$ cat src/design/fmba_pkg.sv
// Package for the fit-mode block allocator.
// Holds the table entry type, status and register codes and the FSM states.
// No dependencies.
package fmba_pkg;

  localparam int unsigned POOL_BYTES = 65536;  // largest pool, held in POS_W bits
  localparam int unsigned POS_W  = 17;  // block start and pool size
  localparam int unsigned PAY_W  = 17;  // stored payload bytes
  localparam int unsigned END_W  = 19;  // start + header + payload
  localparam int unsigned NEED_W = 33;  // product plus header
  localparam int unsigned UADR_W = 16;

  typedef struct packed {
    logic [POS_W-1:0] start;
    logic [PAY_W-1:0] payload;
  } entry_t;

  typedef enum logic [1:0] {
    ST_OK      = 2'd0,
    ST_NOFIT   = 2'd1,
    ST_BADFREE = 2'd2,
    ST_FULL    = 2'd3
  } status_t;

  typedef enum logic [1:0] {
    FIT_FIRST = 2'd0,
    FIT_BEST  = 2'd1,
    FIT_WORST = 2'd2,
    FIT_RSVD  = 2'd3
  } fit_t;

  localparam logic CFG_FIT_MODE  = 1'b0;
  localparam logic CFG_POOL_SIZE = 1'b1;
  localparam logic OP_ALLOC      = 1'b0;

  typedef enum logic [2:0] {
    S_IDLE, S_CHECK, S_ASCAN, S_INS, S_INSWR, S_FSCAN, S_FSHIFT, S_RESP
  } state_t;

endpackage

$ cat src/design/fmba_table.sv
// Block table memory: one write port, one read port, registered read data.
// Depends on fmba_pkg for the entry type.
module fmba_table #(
  parameter int unsigned DEPTH = 64,
  parameter int unsigned AW    = 6
) (
  input  logic                clk,
  input  logic [AW-1:0]       rd_addr,
  output fmba_pkg::entry_t    rd_data,
  input  logic                wr_en,
  input  logic [AW-1:0]       wr_addr,
  input  fmba_pkg::entry_t    wr_data
);
  import fmba_pkg::*;

  entry_t mem [DEPTH];
  entry_t rd_data_r;

  always_ff @(posedge clk) begin
    if (wr_en) begin
      mem[wr_addr] <= wr_data;
    end
    rd_data_r <= mem[rd_addr];
  end

  assign rd_data = rd_data_r;

endmodule

$ cat src/design/fit_mode_block_allocator_core.sv
// Top level of the fit-mode block allocator.
// Depends on fmba_pkg and fmba_table.
//
// Usage:
//   in_*  : requests. in_tuser is op (0 allocate, 1 free); in_tdata carries
//           element_size, element_count and free_address.
//   out_* : one result per request: status, user_address, free_bytes.
//   cfg_* : register writes (0 fit mode, 1 pool size); the user makes them
//           only while idle, as the block does not enforce it.
// One request is handled at a time; in_tready is high only when idle.
// Allocate: accept, a check for a full table or too little free space, a scan
// of count+1 table entries (first fit stops at the first fitting gap), a shift
// of the entries above the chosen slot, a write of the new entry and the
// result. Free: accept, a scan up to the matching entry, the entries above it
// moved down one slot each, and the result. Entries are shifted one at a
// time through the single read and write port of the table memory.
// Reset empties the table (count to zero) and sets free bytes to the pool
// size; no clearing pass is needed. A stalled receiver keeps the result held
// in the output register while the block goes idle; the next request then
// waits in its result cycle until the held transfer is taken.
module fit_mode_block_allocator_core #(
  parameter int unsigned MAX_BLOCKS   = 64,
  parameter int unsigned HEADER_BYTES = 32
) (
  input  logic        clk,
  input  logic        rst_n,
  input  logic        in_tvalid,
  output logic        in_tready,
  input  logic        in_tuser,   // op
  input  logic [47:0] in_tdata,   // element_size, element_count, free_address
  output logic        out_tvalid,
  input  logic        out_tready,
  output logic [39:0] out_tdata,  // status, user_address, free_bytes, zero pad
  input  logic        cfg_wr_en,
  input  logic        cfg_index,
  input  logic [16:0] cfg_data
);
  import fmba_pkg::*;

  localparam int unsigned AW = $clog2(MAX_BLOCKS);
  localparam int unsigned CW = $clog2(MAX_BLOCKS + 1);
  localparam int unsigned UW = PAY_W + CW + 1;
  localparam logic [24:0] POOL_MAX = 25'(POOL_BYTES);
  localparam logic [POS_W-1:0] PLIM_RST = POS_W'(POOL_BYTES);
  localparam logic [6:0] HDR = 7'(HEADER_BYTES);
  localparam logic [CW-1:0] CNT_MAX = CW'(MAX_BLOCKS);

  state_t state_r, state_nxt;
  logic [CW-1:0] cnt_r, cnt_nxt, e_r, e_nxt, c_r, c_nxt, pick_r, pick_nxt;
  logic [POS_W-1:0] bfree_r, bfree_nxt, plim_r, plim_nxt;
  logic [UW-1:0] used_r, used_nxt;
  logic [1:0] fmode_r, fmode_nxt;
  logic [NEED_W-1:0] need_r, need_nxt;
  logic [15:0] faddr_r, faddr_nxt;
  logic [END_W-1:0] lo_r, lo_nxt, plo_r, plo_nxt;
  logic [POS_W-1:0] best_r, best_nxt;
  logic found_r, found_nxt;
  logic pend_v_r, pend_v_nxt;
  logic [AW-1:0] pend_a_r, pend_a_nxt;
  status_t st_r, st_nxt;
  logic [15:0] ua_r, ua_nxt;
  logic out_v_r, out_v_nxt;
  logic [39:0] out_d_r, out_d_nxt;

  logic [AW-1:0] rd_addr;
  entry_t rd_data, wr_data;
  logic wr_en;
  logic [AW-1:0] wr_addr;

  fmba_table #(.DEPTH(MAX_BLOCKS), .AW(AW)) u_table (
    .clk(clk), .rd_addr(rd_addr), .rd_data(rd_data),
    .wr_en(wr_en), .wr_addr(wr_addr), .wr_data(wr_data)
  );

  // gap evaluation for the entry whose data arrives this cycle
  logic [POS_W-1:0] hi, gap;
  logic fits, take;
  logic [END_W-1:0] ent_end;
  logic [END_W:0] bf_sum;
  logic [PAY_W:0] blk_bytes;
  logic [24:0] cfg_plim;

  always_comb begin
    hi = (e_r == cnt_r) ? plim_r : rd_data.start;
    if (hi > plim_r) hi = plim_r;
    gap = ({2'b0, hi} > lo_r) ? POS_W'({2'b0, hi} - lo_r) : '0;
    fits = {16'b0, gap} >= need_r;
    unique case (fit_t'(fmode_r))
      FIT_BEST:  take = fits && (!found_r || gap < best_r);
      FIT_WORST: take = fits && (!found_r || gap >= best_r);
      FIT_FIRST, FIT_RSVD: take = fits;
      default:   take = fits;
    endcase
    blk_bytes = (PAY_W+1)'(rd_data.payload) + (PAY_W+1)'(HDR);
    ent_end = END_W'(rd_data.start) + END_W'(blk_bytes);
    bf_sum = (END_W+1)'(bfree_r) + (END_W+1)'(blk_bytes);
    cfg_plim = ({8'b0, cfg_data} > POOL_MAX) ? POOL_MAX : {8'b0, cfg_data};
  end

  always_comb begin
    state_nxt = state_r; cnt_nxt = cnt_r; e_nxt = e_r; c_nxt = c_r;
    pick_nxt = pick_r; bfree_nxt = bfree_r; plim_nxt = plim_r;
    used_nxt = used_r; fmode_nxt = fmode_r; need_nxt = need_r;
    faddr_nxt = faddr_r; lo_nxt = lo_r; plo_nxt = plo_r; best_nxt = best_r;
    found_nxt = found_r; pend_v_nxt = pend_v_r; pend_a_nxt = pend_a_r;
    st_nxt = st_r; ua_nxt = ua_r; out_v_nxt = out_v_r; out_d_nxt = out_d_r;
    rd_addr = '0; wr_en = 1'b0; wr_addr = pend_a_r; wr_data = rd_data;
    in_tready = (state_r == S_IDLE);

    if (out_v_r && out_tready) out_v_nxt = 1'b0;

    if (cfg_wr_en) begin
      if (cfg_index == CFG_FIT_MODE) begin
        fmode_nxt = cfg_data[1:0];
      end else begin
        plim_nxt = POS_W'(cfg_plim);
        bfree_nxt = (used_r >= UW'(cfg_plim)) ? '0 : POS_W'(UW'(cfg_plim) - used_r);
      end
    end

    unique case (state_r)
      S_IDLE: begin
        if (in_tvalid) begin
          need_nxt = NEED_W'({16'b0, in_tdata[15:0]} * {16'b0, in_tdata[31:16]})
                     + NEED_W'(HDR);
          faddr_nxt = in_tdata[47:32];
          e_nxt = '0; lo_nxt = '0; found_nxt = 1'b0; best_nxt = '0;
          ua_nxt = '0;
          state_nxt = (in_tuser == OP_ALLOC) ? S_CHECK : S_FSCAN;
        end
      end
      S_CHECK: begin
        if (cnt_r == CNT_MAX) begin
          st_nxt = ST_FULL; state_nxt = S_RESP;
        end else if (need_r > NEED_W'(bfree_r)) begin
          st_nxt = ST_NOFIT; state_nxt = S_RESP;
        end else begin
          state_nxt = S_ASCAN;
        end
      end
      S_ASCAN: begin
        rd_addr = AW'(e_r + 1'b1);
        lo_nxt = ent_end;
        e_nxt = e_r + 1'b1;
        if (take) begin
          best_nxt = gap; pick_nxt = e_r; plo_nxt = lo_r; found_nxt = 1'b1;
        end
        if ((take && (fmode_r != FIT_BEST) && (fmode_r != FIT_WORST))
            || (e_r == cnt_r)) begin
          c_nxt = cnt_r; pend_v_nxt = 1'b0;
          if (found_r || take) begin
            state_nxt = S_INS;
          end else begin
            st_nxt = ST_NOFIT; state_nxt = S_RESP;
          end
        end
      end
      S_INS: begin
        wr_en = pend_v_r;
        if (c_r > pick_r) begin
          rd_addr = AW'(c_r - 1'b1);
          pend_v_nxt = 1'b1; pend_a_nxt = AW'(c_r); c_nxt = c_r - 1'b1;
        end else begin
          pend_v_nxt = 1'b0; state_nxt = S_INSWR;
        end
      end
      S_INSWR: begin
        wr_en = 1'b1;
        wr_addr = AW'(pick_r);
        wr_data.start = POS_W'(plo_r);
        wr_data.payload = PAY_W'(need_r - NEED_W'(HDR));
        cnt_nxt = cnt_r + 1'b1;
        bfree_nxt = bfree_r - POS_W'(need_r);
        used_nxt = used_r + UW'(need_r);
        st_nxt = ST_OK;
        ua_nxt = 16'(plo_r + END_W'(HDR));
        state_nxt = S_RESP;
      end
      S_FSCAN: begin
        rd_addr = AW'(e_r + 1'b1);
        e_nxt = e_r + 1'b1;
        if (e_r == cnt_r) begin
          st_nxt = ST_BADFREE; state_nxt = S_RESP;
        end else if (16'(ent_end - END_W'(rd_data.payload)) == faddr_r) begin
          bfree_nxt = (bf_sum > (END_W+1)'(plim_r)) ? plim_r : POS_W'(bf_sum);
          used_nxt = used_r - UW'(blk_bytes);
          c_nxt = e_r + 1'b1; pend_v_nxt = 1'b0;
          state_nxt = S_FSHIFT;
        end
      end
      S_FSHIFT: begin
        wr_en = pend_v_r;
        if (c_r < cnt_r) begin
          rd_addr = AW'(c_r);
          pend_v_nxt = 1'b1; pend_a_nxt = AW'(c_r - 1'b1); c_nxt = c_r + 1'b1;
        end else begin
          pend_v_nxt = 1'b0; cnt_nxt = cnt_r - 1'b1;
          st_nxt = ST_OK; state_nxt = S_RESP;
        end
      end
      S_RESP: begin
        if (!out_v_r || out_tready) begin
          out_v_nxt = 1'b1;
          out_d_nxt = {5'b0, bfree_r, ua_r, st_r};
          state_nxt = S_IDLE;
        end
      end
      default: state_nxt = S_IDLE;
    endcase
  end

  always_ff @(posedge clk) begin
    if (!rst_n) begin
      state_r <= S_IDLE; cnt_r <= '0; plim_r <= PLIM_RST; bfree_r <= PLIM_RST;
      used_r <= '0; fmode_r <= FIT_FIRST; out_v_r <= 1'b0; pend_v_r <= 1'b0;
      found_r <= 1'b0;
    end else begin
      state_r <= state_nxt; cnt_r <= cnt_nxt; plim_r <= plim_nxt;
      bfree_r <= bfree_nxt; used_r <= used_nxt; fmode_r <= fmode_nxt;
      out_v_r <= out_v_nxt; pend_v_r <= pend_v_nxt; found_r <= found_nxt;
    end
    e_r <= e_nxt; c_r <= c_nxt; pick_r <= pick_nxt; need_r <= need_nxt;
    faddr_r <= faddr_nxt; lo_r <= lo_nxt; plo_r <= plo_nxt; best_r <= best_nxt;
    pend_a_r <= pend_a_nxt; st_r <= st_nxt; ua_r <= ua_nxt; out_d_r <= out_d_nxt;
  end

  assign out_tvalid = out_v_r;
  assign out_tdata  = out_d_r;

endmodule

$ cat config.mk
export PLATFORM = sky130hd
export DESIGN_NAME = fit_mode_block_allocator_core
export DESIGN_NICKNAME = d
export VERILOG_FILES = /design/src/design/fmba_pkg.sv /design/src/design/fmba_table.sv /design/src/design/fit_mode_block_allocator_core.sv
export SDC_FILE = /design/constraint.sdc
export NUM_CORES = 2
export LEC_CHECK = 0
export BUFFER_PORTS_ARGS = -buffer_cell sky130_fd_sc_hd__buf_2
export CAP_MARGIN = 20
export CORE_MARGIN = 8
export CORE_UTILIZATION = 66
export CTS_BUF_LIST = sky130_fd_sc_hd__clkbuf_4
export CTS_CLUSTER_SIZE = 20
export DETAILED_ROUTE_END_ITERATION = 16
export PLACE_DENSITY = 0.83
export SYNTH_ARGS = -nofsm -noshare
export SYNTH_HDL_FRONTEND = slang
export SYNTH_HIERARCHICAL = 1
export SYNTH_SLANG_ARGS = --single-unit
export TNS_END_PERCENT = 20
$ cat constraint.sdc
create_clock -name clk -period 10.7 [get_ports clk]
set_clock_uncertainty 0.2 [all_clocks]
set_input_delay 2.14 -clock clk [delete_from_list [all_inputs] [get_ports clk]]
set_output_delay 2.14 -clock clk [all_outputs]
set_load 0.02 [all_outputs]
== Word-level counts from Yosys, hierarchy flattened ==
Memories as Yosys holds them, arrays and structs flattened. A register that Yosys moved wholly into a read port is not among the register bits.
Index checks and enable logic that the tools add are counted.

* Register bits after elaboration: 256
* Bits in latches: 0
* RAM bits: 2176
* ROM bits: 0
* Input port bits: 72
* Output and inout port bits: 42
* Logic and storage cells: 196
* Memories kept: 1

{| class="wikitable"
|+ Memories
! name !! words !! bits a word !! read ports !! clocked after memory_dff !! write ports !! line !! text
|-
| u_table.mem || 64 || 34 || 1 || 1 || 1 || fmba_table.sv:16 || <nowiki>entry_t mem [DEPTH];</nowiki>
|}

* Add/subtract/negate cells: 17
* Multiply operators: 1
* Divide/modulo/power cells: 0
* $lt $le $gt $ge: 11
* Equality and inequality tests: 29
* Shifts and indexed selects: 0
* Muxes and demuxes: 74
* Bitwise operators: 1
* Reductions and logical operators: 41

{| class="wikitable"
|+ Operators by type and width
! cell !! number
|-
| 17-bit two-way mux || 12
|-
| 17-bit case mux with 2 select lines || 2
|-
| 17-bit subtractor || 3
|-
| 25-bit two-way mux || 2
|-
| 25-bit case mux with 2 select lines || 1
|-
| 7-bit two-way mux || 7
|-
| 17-bit by 18-bit adder with 19-bit output || 2
|-
| 19-bit case mux with 2 select lines || 1
|-
| 34-bit two-way mux || 1
|-
| 32-bit by 6-bit adder with 33-bit output, second input constant || 1
|-
| 17-bit by 33-bit >= comparator with 1-bit output || 1
|-
| 33-bit by 17-bit greater-than comparator with 1-bit output || 1
|-
| 3-bit two-way mux || 11
|-
| 16-bit by 16-bit multiplier with 32-bit output || 1
|-
| 16-bit case mux with 2 select lines || 1
|-
| 6-bit two-way mux || 5
|-
| 7-bit case mux with 2 select lines || 2
|-
| 7-bit case mux with 4 select lines || 1
|-
| 2-bit != test, second input constant || 13
|-
| 25-bit adder || 1
|-
| 25-bit by 17-bit >= comparator with 1-bit output || 1
|-
| 25-bit by 18-bit subtractor with 25-bit output || 1
|-
| 3-bit case mux with 8 select lines || 1
|-
| 7-bit by 1-bit adder with 7-bit output, second input constant || 3
|-
| other kinds (47) || 99
|}

== Logic depth before layout (Yosys ltp) ==
* Depth in word-level cells: 15
* Depth in mapped cells: 41
* Gate-level depth less buffers: 38

== Hierarchy ==
Netlist, hierarchy kept.

{| class="wikitable"
|+ By module, submodules not included
! module !! times used !! cells each !! area each (µm²) !! seq. area each (µm²)
|-
| fmba_table || 1 || 3744 || 83771.6 || 66023.3
|-
| fit_mode_block_allocator_core || 1 || 3401 || 29633.4 || 6946.7
|}

== Worst setup path after synthesis ==
OpenSTA, ideal clock, no wires.

* Path type: register to register
* From: register e_r[0]
* To: register c_r[0], enable pin
* Setup time: 0.382 ns
* Arrival time: 8.380 ns
* Required time: 10.118 ns
* Setup slack: 1.738 ns
* Cell stages (with the launch flop): 39
* Buffers on the path: 4
* Clock period less this slack: 8.962 ns
* Cells stage by stage: edfxtp_1 > xor2_1 > nor4_1 > nand4_1 > clkbuf_1 > o21ai_0 > ha_1 > nor2b_1 > o21a_1 > o21a_1 > o21ai_0 > nand2b_1 > a21oi_1 > o21ai_0 > nor2b_1 > o21ai_1 > clkbuf_1 > mux2_2 > [3 not listed] > o21ai_0 > a211oi_1 > o21bai_1 > a21oi_1 > o41ai_1 > o21a_1 > clkbuf_1 > clkbuf_1 > nor2_1 > ha_1 > a21o_1 > a21o_1 > a211oi_1 > a21oi_1 > o31ai_1 > a31oi_1 > a211oi_1 > a21boi_0

* Longest elaborated chain between the ends: 15
* Elaborated cells between the ends (all ways): 21
* Those cells by class: 1 x add/sub; 5 x order compare; 3 x eq/ne; 4 x mux; 8 x reduce/logical

{| class="wikitable"
|+ Ends and longest elaborated chain
! item !! line !! text
|-
| from (decl) || fit_mode_block_allocator_core.sv:49 || <nowiki>logic [CW-1:0] cnt_r, cnt_nxt, e_r, e_nxt, c_r, c_nxt, pick_r, pick_nxt;</nowiki>
|-
| from (signal assigned) || fit_mode_block_allocator_core.sv:222 || <nowiki>e_r <= e_nxt; c_r <= c_nxt; pick_r <= pick_nxt; need_r <= need_nxt;</nowiki>
|-
| 7-bit equality test (*) || fit_mode_block_allocator_core.sv:84 || <nowiki>hi = (e_r == cnt_r) ? plim_r : rd_data.start;</nowiki>
|-
| 17-bit two-way mux (*) || fit_mode_block_allocator_core.sv:84 ||
|-
| 17-bit greater-than comparator || fit_mode_block_allocator_core.sv:85 || <nowiki>if (hi > plim_r) hi = plim_r;</nowiki>
|-
| 17-bit two-way mux (*) || fit_mode_block_allocator_core.sv:85 ||
|-
| 17-bit subtractor / 17-bit by 19-bit greater-than comparator with 1-bit output (equally long branches) || fit_mode_block_allocator_core.sv:86 || <nowiki>gap = ({2'b0, hi} > lo_r) ? POS_W'({2'b0, hi} - lo_r) : '0;</nowiki>
|-
| 17-bit two-way mux (*) || fit_mode_block_allocator_core.sv:86 ||
|-
| net gap[10] || fit_mode_block_allocator_core.sv:76 || <nowiki>logic [POS_W-1:0] hi, gap;</nowiki>
|-
| branches (longest 3 deep; another with 17-bit by 33-bit >= comparator with 1-bit output) || n/a ||
|-
| 1-bit case mux with 3 select lines (*) || fit_mode_block_allocator_core.sv:88 || <nowiki>unique case (fit_t'(fmode_r))</nowiki>
|-
| 1-bit logical AND (*) (2 in a row) || fit_mode_block_allocator_core.sv:148 || <nowiki>if ((take && (fmode_r != FIT_BEST) && (fmode_r != FIT_WORST))</nowiki>
|-
| 1-bit logical OR (*) || fit_mode_block_allocator_core.sv:149 || <nowiki>|| (e_r == cnt_r)) begin</nowiki>
|-
| 2-bit != test (no source line) (*) || n/a ||
|-
| 6-bit AND reduction (no source line) (*) || n/a ||
|-
| to (signal assigned) || fit_mode_block_allocator_core.sv:222 ||
|-
| to (decl) || fit_mode_block_allocator_core.sv:49 ||
|}

Mark *: on every way through the listed nets, which the timed path passes.
A chain may end at the register's enable or synchronous reset.

== Worst setup path in the final report ==
* From: register e_r[0]
* To: register state_r[2]

* Longest elaborated chain between the ends: 15
* Elaborated cells between the ends (all ways): 26
* Those cells by class: 1 x add/sub; 5 x order compare; 3 x eq/ne; 8 x mux; 9 x reduce/logical

{| class="wikitable"
|+ Ends and longest elaborated chain
! item !! line !! text
|-
| 7-bit equality test (*) || fit_mode_block_allocator_core.sv:84 ||
|-
| 17-bit two-way mux (*) || fit_mode_block_allocator_core.sv:84 ||
|-
| 17-bit greater-than comparator || fit_mode_block_allocator_core.sv:85 ||
|-
| 17-bit two-way mux (*) || fit_mode_block_allocator_core.sv:85 ||
|-
| 17-bit subtractor / 17-bit by 19-bit greater-than comparator with 1-bit output (equally long branches) || fit_mode_block_allocator_core.sv:86 ||
|-
| 17-bit two-way mux (*) || fit_mode_block_allocator_core.sv:86 ||
|-
| net gap[10] || fit_mode_block_allocator_core.sv:76 ||
|-
| branches (longest 3 deep; another with 17-bit by 33-bit >= comparator with 1-bit output) || n/a ||
|-
| 1-bit case mux with 3 select lines (*) || fit_mode_block_allocator_core.sv:88 ||
|-
| 1-bit logical AND (2 in a row) || fit_mode_block_allocator_core.sv:148 ||
|-
| 1-bit logical OR || fit_mode_block_allocator_core.sv:149 ||
|-
| 2-bit != test (no source line) || n/a ||
|-
| 6-bit AND reduction (no source line) || n/a ||
|-
| to (signal assigned) || fit_mode_block_allocator_core.sv:218 || <nowiki>state_r <= state_nxt; cnt_r <= cnt_nxt; plim_r <= plim_nxt;</nowiki>
|-
| to (decl) || fit_mode_block_allocator_core.sv:48 || <nowiki>state_t state_r, state_nxt;</nowiki>
|}

Mark *: on every way through the listed nets, which the timed path passes. The select of a mux whose other input is x is not followed.

==> run_results.csv <==
group,metric,value,unit
sta,setup_viol,0,
sta,setup_tns,0,ns
sta,min_period,9.83,ns
power_and_ir_drop,leakagePower,43.8,nW
sta,timing.max_slew.rel_slack,20.5,%
sta,fin_crit_sh,91.9,%
clock_tree,clk_latency,1.42,ns
drt,drtAntennaViolNets,0,
critical_path,endpoint_kind,"register",
placement,detailed_place_hpwl,197,mm
clock_tree,cts_setup_buffers,0,
grt,grt_max_degree,109,
drt,wl_per_cell,31.1,um
clock_tree,cts_root_buf,"clkbuf_4",
floorplanning,start_util,66.3,%
sta,fmax,0.102,GHz
clock_tree,numCtsBuffers,612,
placement,gp_congestion,0.966,
hold_path,hp-class,"reg -> reg",
sta,finalHoldViolCount,0,
floorplanning,dieHeight,431,um
drt,wl,323,mm
power_and_ir_drop,seqPwrFrac,33.0,%
drt,first_pass_iters,8,
critical_path,start_kind,"register",
finish,final_cells,10400,
critical_path,cp_data_arrival_time,10.81,ns
clock_tree,cts_tree,"yes",
clock_tree,cts.sinks,2466,
power_and_ir_drop,power.switching,0.0176,W
power_and_ir_drop,p_per_area,337,nW/um^2
floorplanning,num_rows,152,
synthesis,synthFlopType,"edfxtp_1",
drt,drt-initial-drc-count,10400,
power_and_ir_drop,sw_frac_of_total,41.8,%
floorplanning,io_pins,114,
placement,dp.cells,9338,
clock_tree,path_clk_slew,0.07,ns
synthesis,ys_ff_latch,2466,
floorplanning,die-area,185000,sq um
grt,globalRouteTotalUtil,34.3,%
grt,grt_pass1_vias,71600,
synthesis,syn-cell-area,113000,sq um
grt,antenna_found_initial,17,
sta,rsz0062_at_grt,"no",
clock_tree,cts_resized,0,
placement,dpl-instance-area,117000,sq um
synthesis,ys_seq_area_share,64.3,%
power_and_ir_drop,p_clk_share,18.3,%
finish,fin_area,125000,sq um
critical_path,crit_slowest_cell,"o21a_1",
finish,drive_gt1_share,23.6,%
synthesis,syn_inst,7145,
job,maxCapViolCount,0,
finish,fin_util,73.1,%
synthesis,synth_edf_count,2358,
critical_path,critPathMaxFanout,29,
grt,grt-ovfl-total,0,
floorplanning,core_area,171000,sq um
finish,final_common_cell,"edfxtp_1",
finish,nNetsFinal,8379,
floorplanning,die_w,431,um
drt,vias,70900,
drt,drc,0,
power_and_ir_drop,power_frac_comb,48.7,%
clock_tree,cts_buffer_depth,4,
synthesis,ys_warn_count,6,
grt,grt_pass1_wl,466,mm
critical_path,slowest_delay,0.60,ns
clock_tree,cts.htree.levels,6,
finish,fillers,10000,
synthesis,ys_types,85,
placement,io_buffers,108,
sta,tightest_slew,1.19,ns
power_and_ir_drop,intPower,0.0245,W
finish,final_cell_mix,"2,358 x edfxtp_1, 888 x clkbuf_4, 474 x nand2_1",
clock_tree,postCtsHoldBufs,0,
sta,slew_violations,0,
finish,syn_to_final_growth,10.3,%
critical_path,required,11.68,ns
critical_path,crit_type,"reg -> reg",
synthesis,async_reset_ff_share,0,%
synthesis,syn_avg_cell_area,15.9,sq um
power_and_ir_drop,max-vdd-ir-drop,364,uV
status,outcome,"finished, final reports clean",
drt,vias_per_cell,6.81,
==> Yosys cell counts, types with 129 or more instances <==
cell,count,area [sq um]
a21oi_1,221,1110
and2_1,129,807
clkbuf_1,171,642
edfxtp_1,2358,70800
fa_1,204,4080
ha_1,370,4630
inv_1,418,1570
mux2i_1,175,1750
mux4_2,472,10600
nand2_1,487,1830
nand3_1,157,786
nor2_1,295,1110
o21ai_0,176,881
xnor2_1,140,1230
==> state kept, by name, summed over array words and instances (netlist names), 3 cells and up <==
register and flops:
best_r 17, bfree_r 17, c_r 7, cnt_r 7
e_r 7, faddr_r 16, lo_r 19, need_r 33
out_tdata 35, pend_a_r 6, pick_r 7, plim_r 17
plo_r 17, state_r 3, u_table/mem 2176, u_table/rd_data 34
ua_r 16, used_r 25
==> cells by family after synthesis <==
logic type               count (synthesis)  share of synthesized area, %
AO/OA/AOI/OAI                          995                          5.85
buffers and inverters                  745                          2.81
other                                    1                       0.00331
adder cells (fa/ha/maj)                574                          7.68
multiplexers                           719                          11.6
XOR/XNOR                               208                          1.63
flip-flops                            2466                          64.3
AND/OR/NAND/NOR                       1437                          6.04
==> per-stage QoR <==
step	power, W	hold WS, ns	setup WS, ns
3_3_place_gp	0.0332	0.202	0.723
2_1_floorplan	0.0273	0.200	1.74
4_1_cts	0.0415	0.150	0.625
5_1_grt	0.0439	0.164	0.253
6_report	0.0421	0.132	0.867
3_5_place_dp	0.0337	0.205	0.687
==> area by class of cell <==
type	instances	area [sq um]	area share [%]
antenna	12	30.0	0.0240
clock buffer	885	6640	5.31
clock inverter	155	802	0.641
inverter	420	1580	1.26
multi-input combinational	3938	38100	30.4
sequential	2466	73000	58.3
tap	2233	2790	2.23
timing repair buffer	295	2160	1.73
==> path summary, 6_finish.rpt <==
kind	slack [ns]	depth (start not counted)	end	startpoint
max reg2reg	0.87	38	state_r[2]	e_r[0]
min	0.13	0	out_tdata[15]	ua_r[13]
min reg2reg	0.13	0	out_tdata[15]	ua_r[13]
max	0.87	38	state_r[2]	e_r[0]
==> per-layer routing <==
metal | vias up | global-route usage, % | wire, um
met5 | - | 0 | 61
met4 | 8 | 16.8 | 18000
met3 | 1042 | 9.41 | 44700
met2 | 5662 | 53.2 | 150000
met1 | 35000 | 45.3 | 111000
li1 | 29200 | - | -
==> critical path: cells and delay by family, from the launching register on <==
family                     cells  cell delay, ns
and+or+nand+nor                8            1.52
xor gates and xnor gates       1            0.19
AOI/OAI and AO/OA             22            5.13
muxes                          1            0.37
DFF                            1            0.51
adders and majority gates      3            0.94
buffers and inverters          3            0.78
==> power groups by stage <==
stage	registers (W)	clock network (W)	logic [W]
floorplan	0.0139	0	0.0134
global placement	0.0141	0	0.0191
detailed placement	0.0141	0	0.0196
CTS	0.0139	0.00780	0.0198
global route	0.0139	0.00828	0.0217
finish	0.0139	0.00772	0.0205
Power figures use the tool's default switching activity.
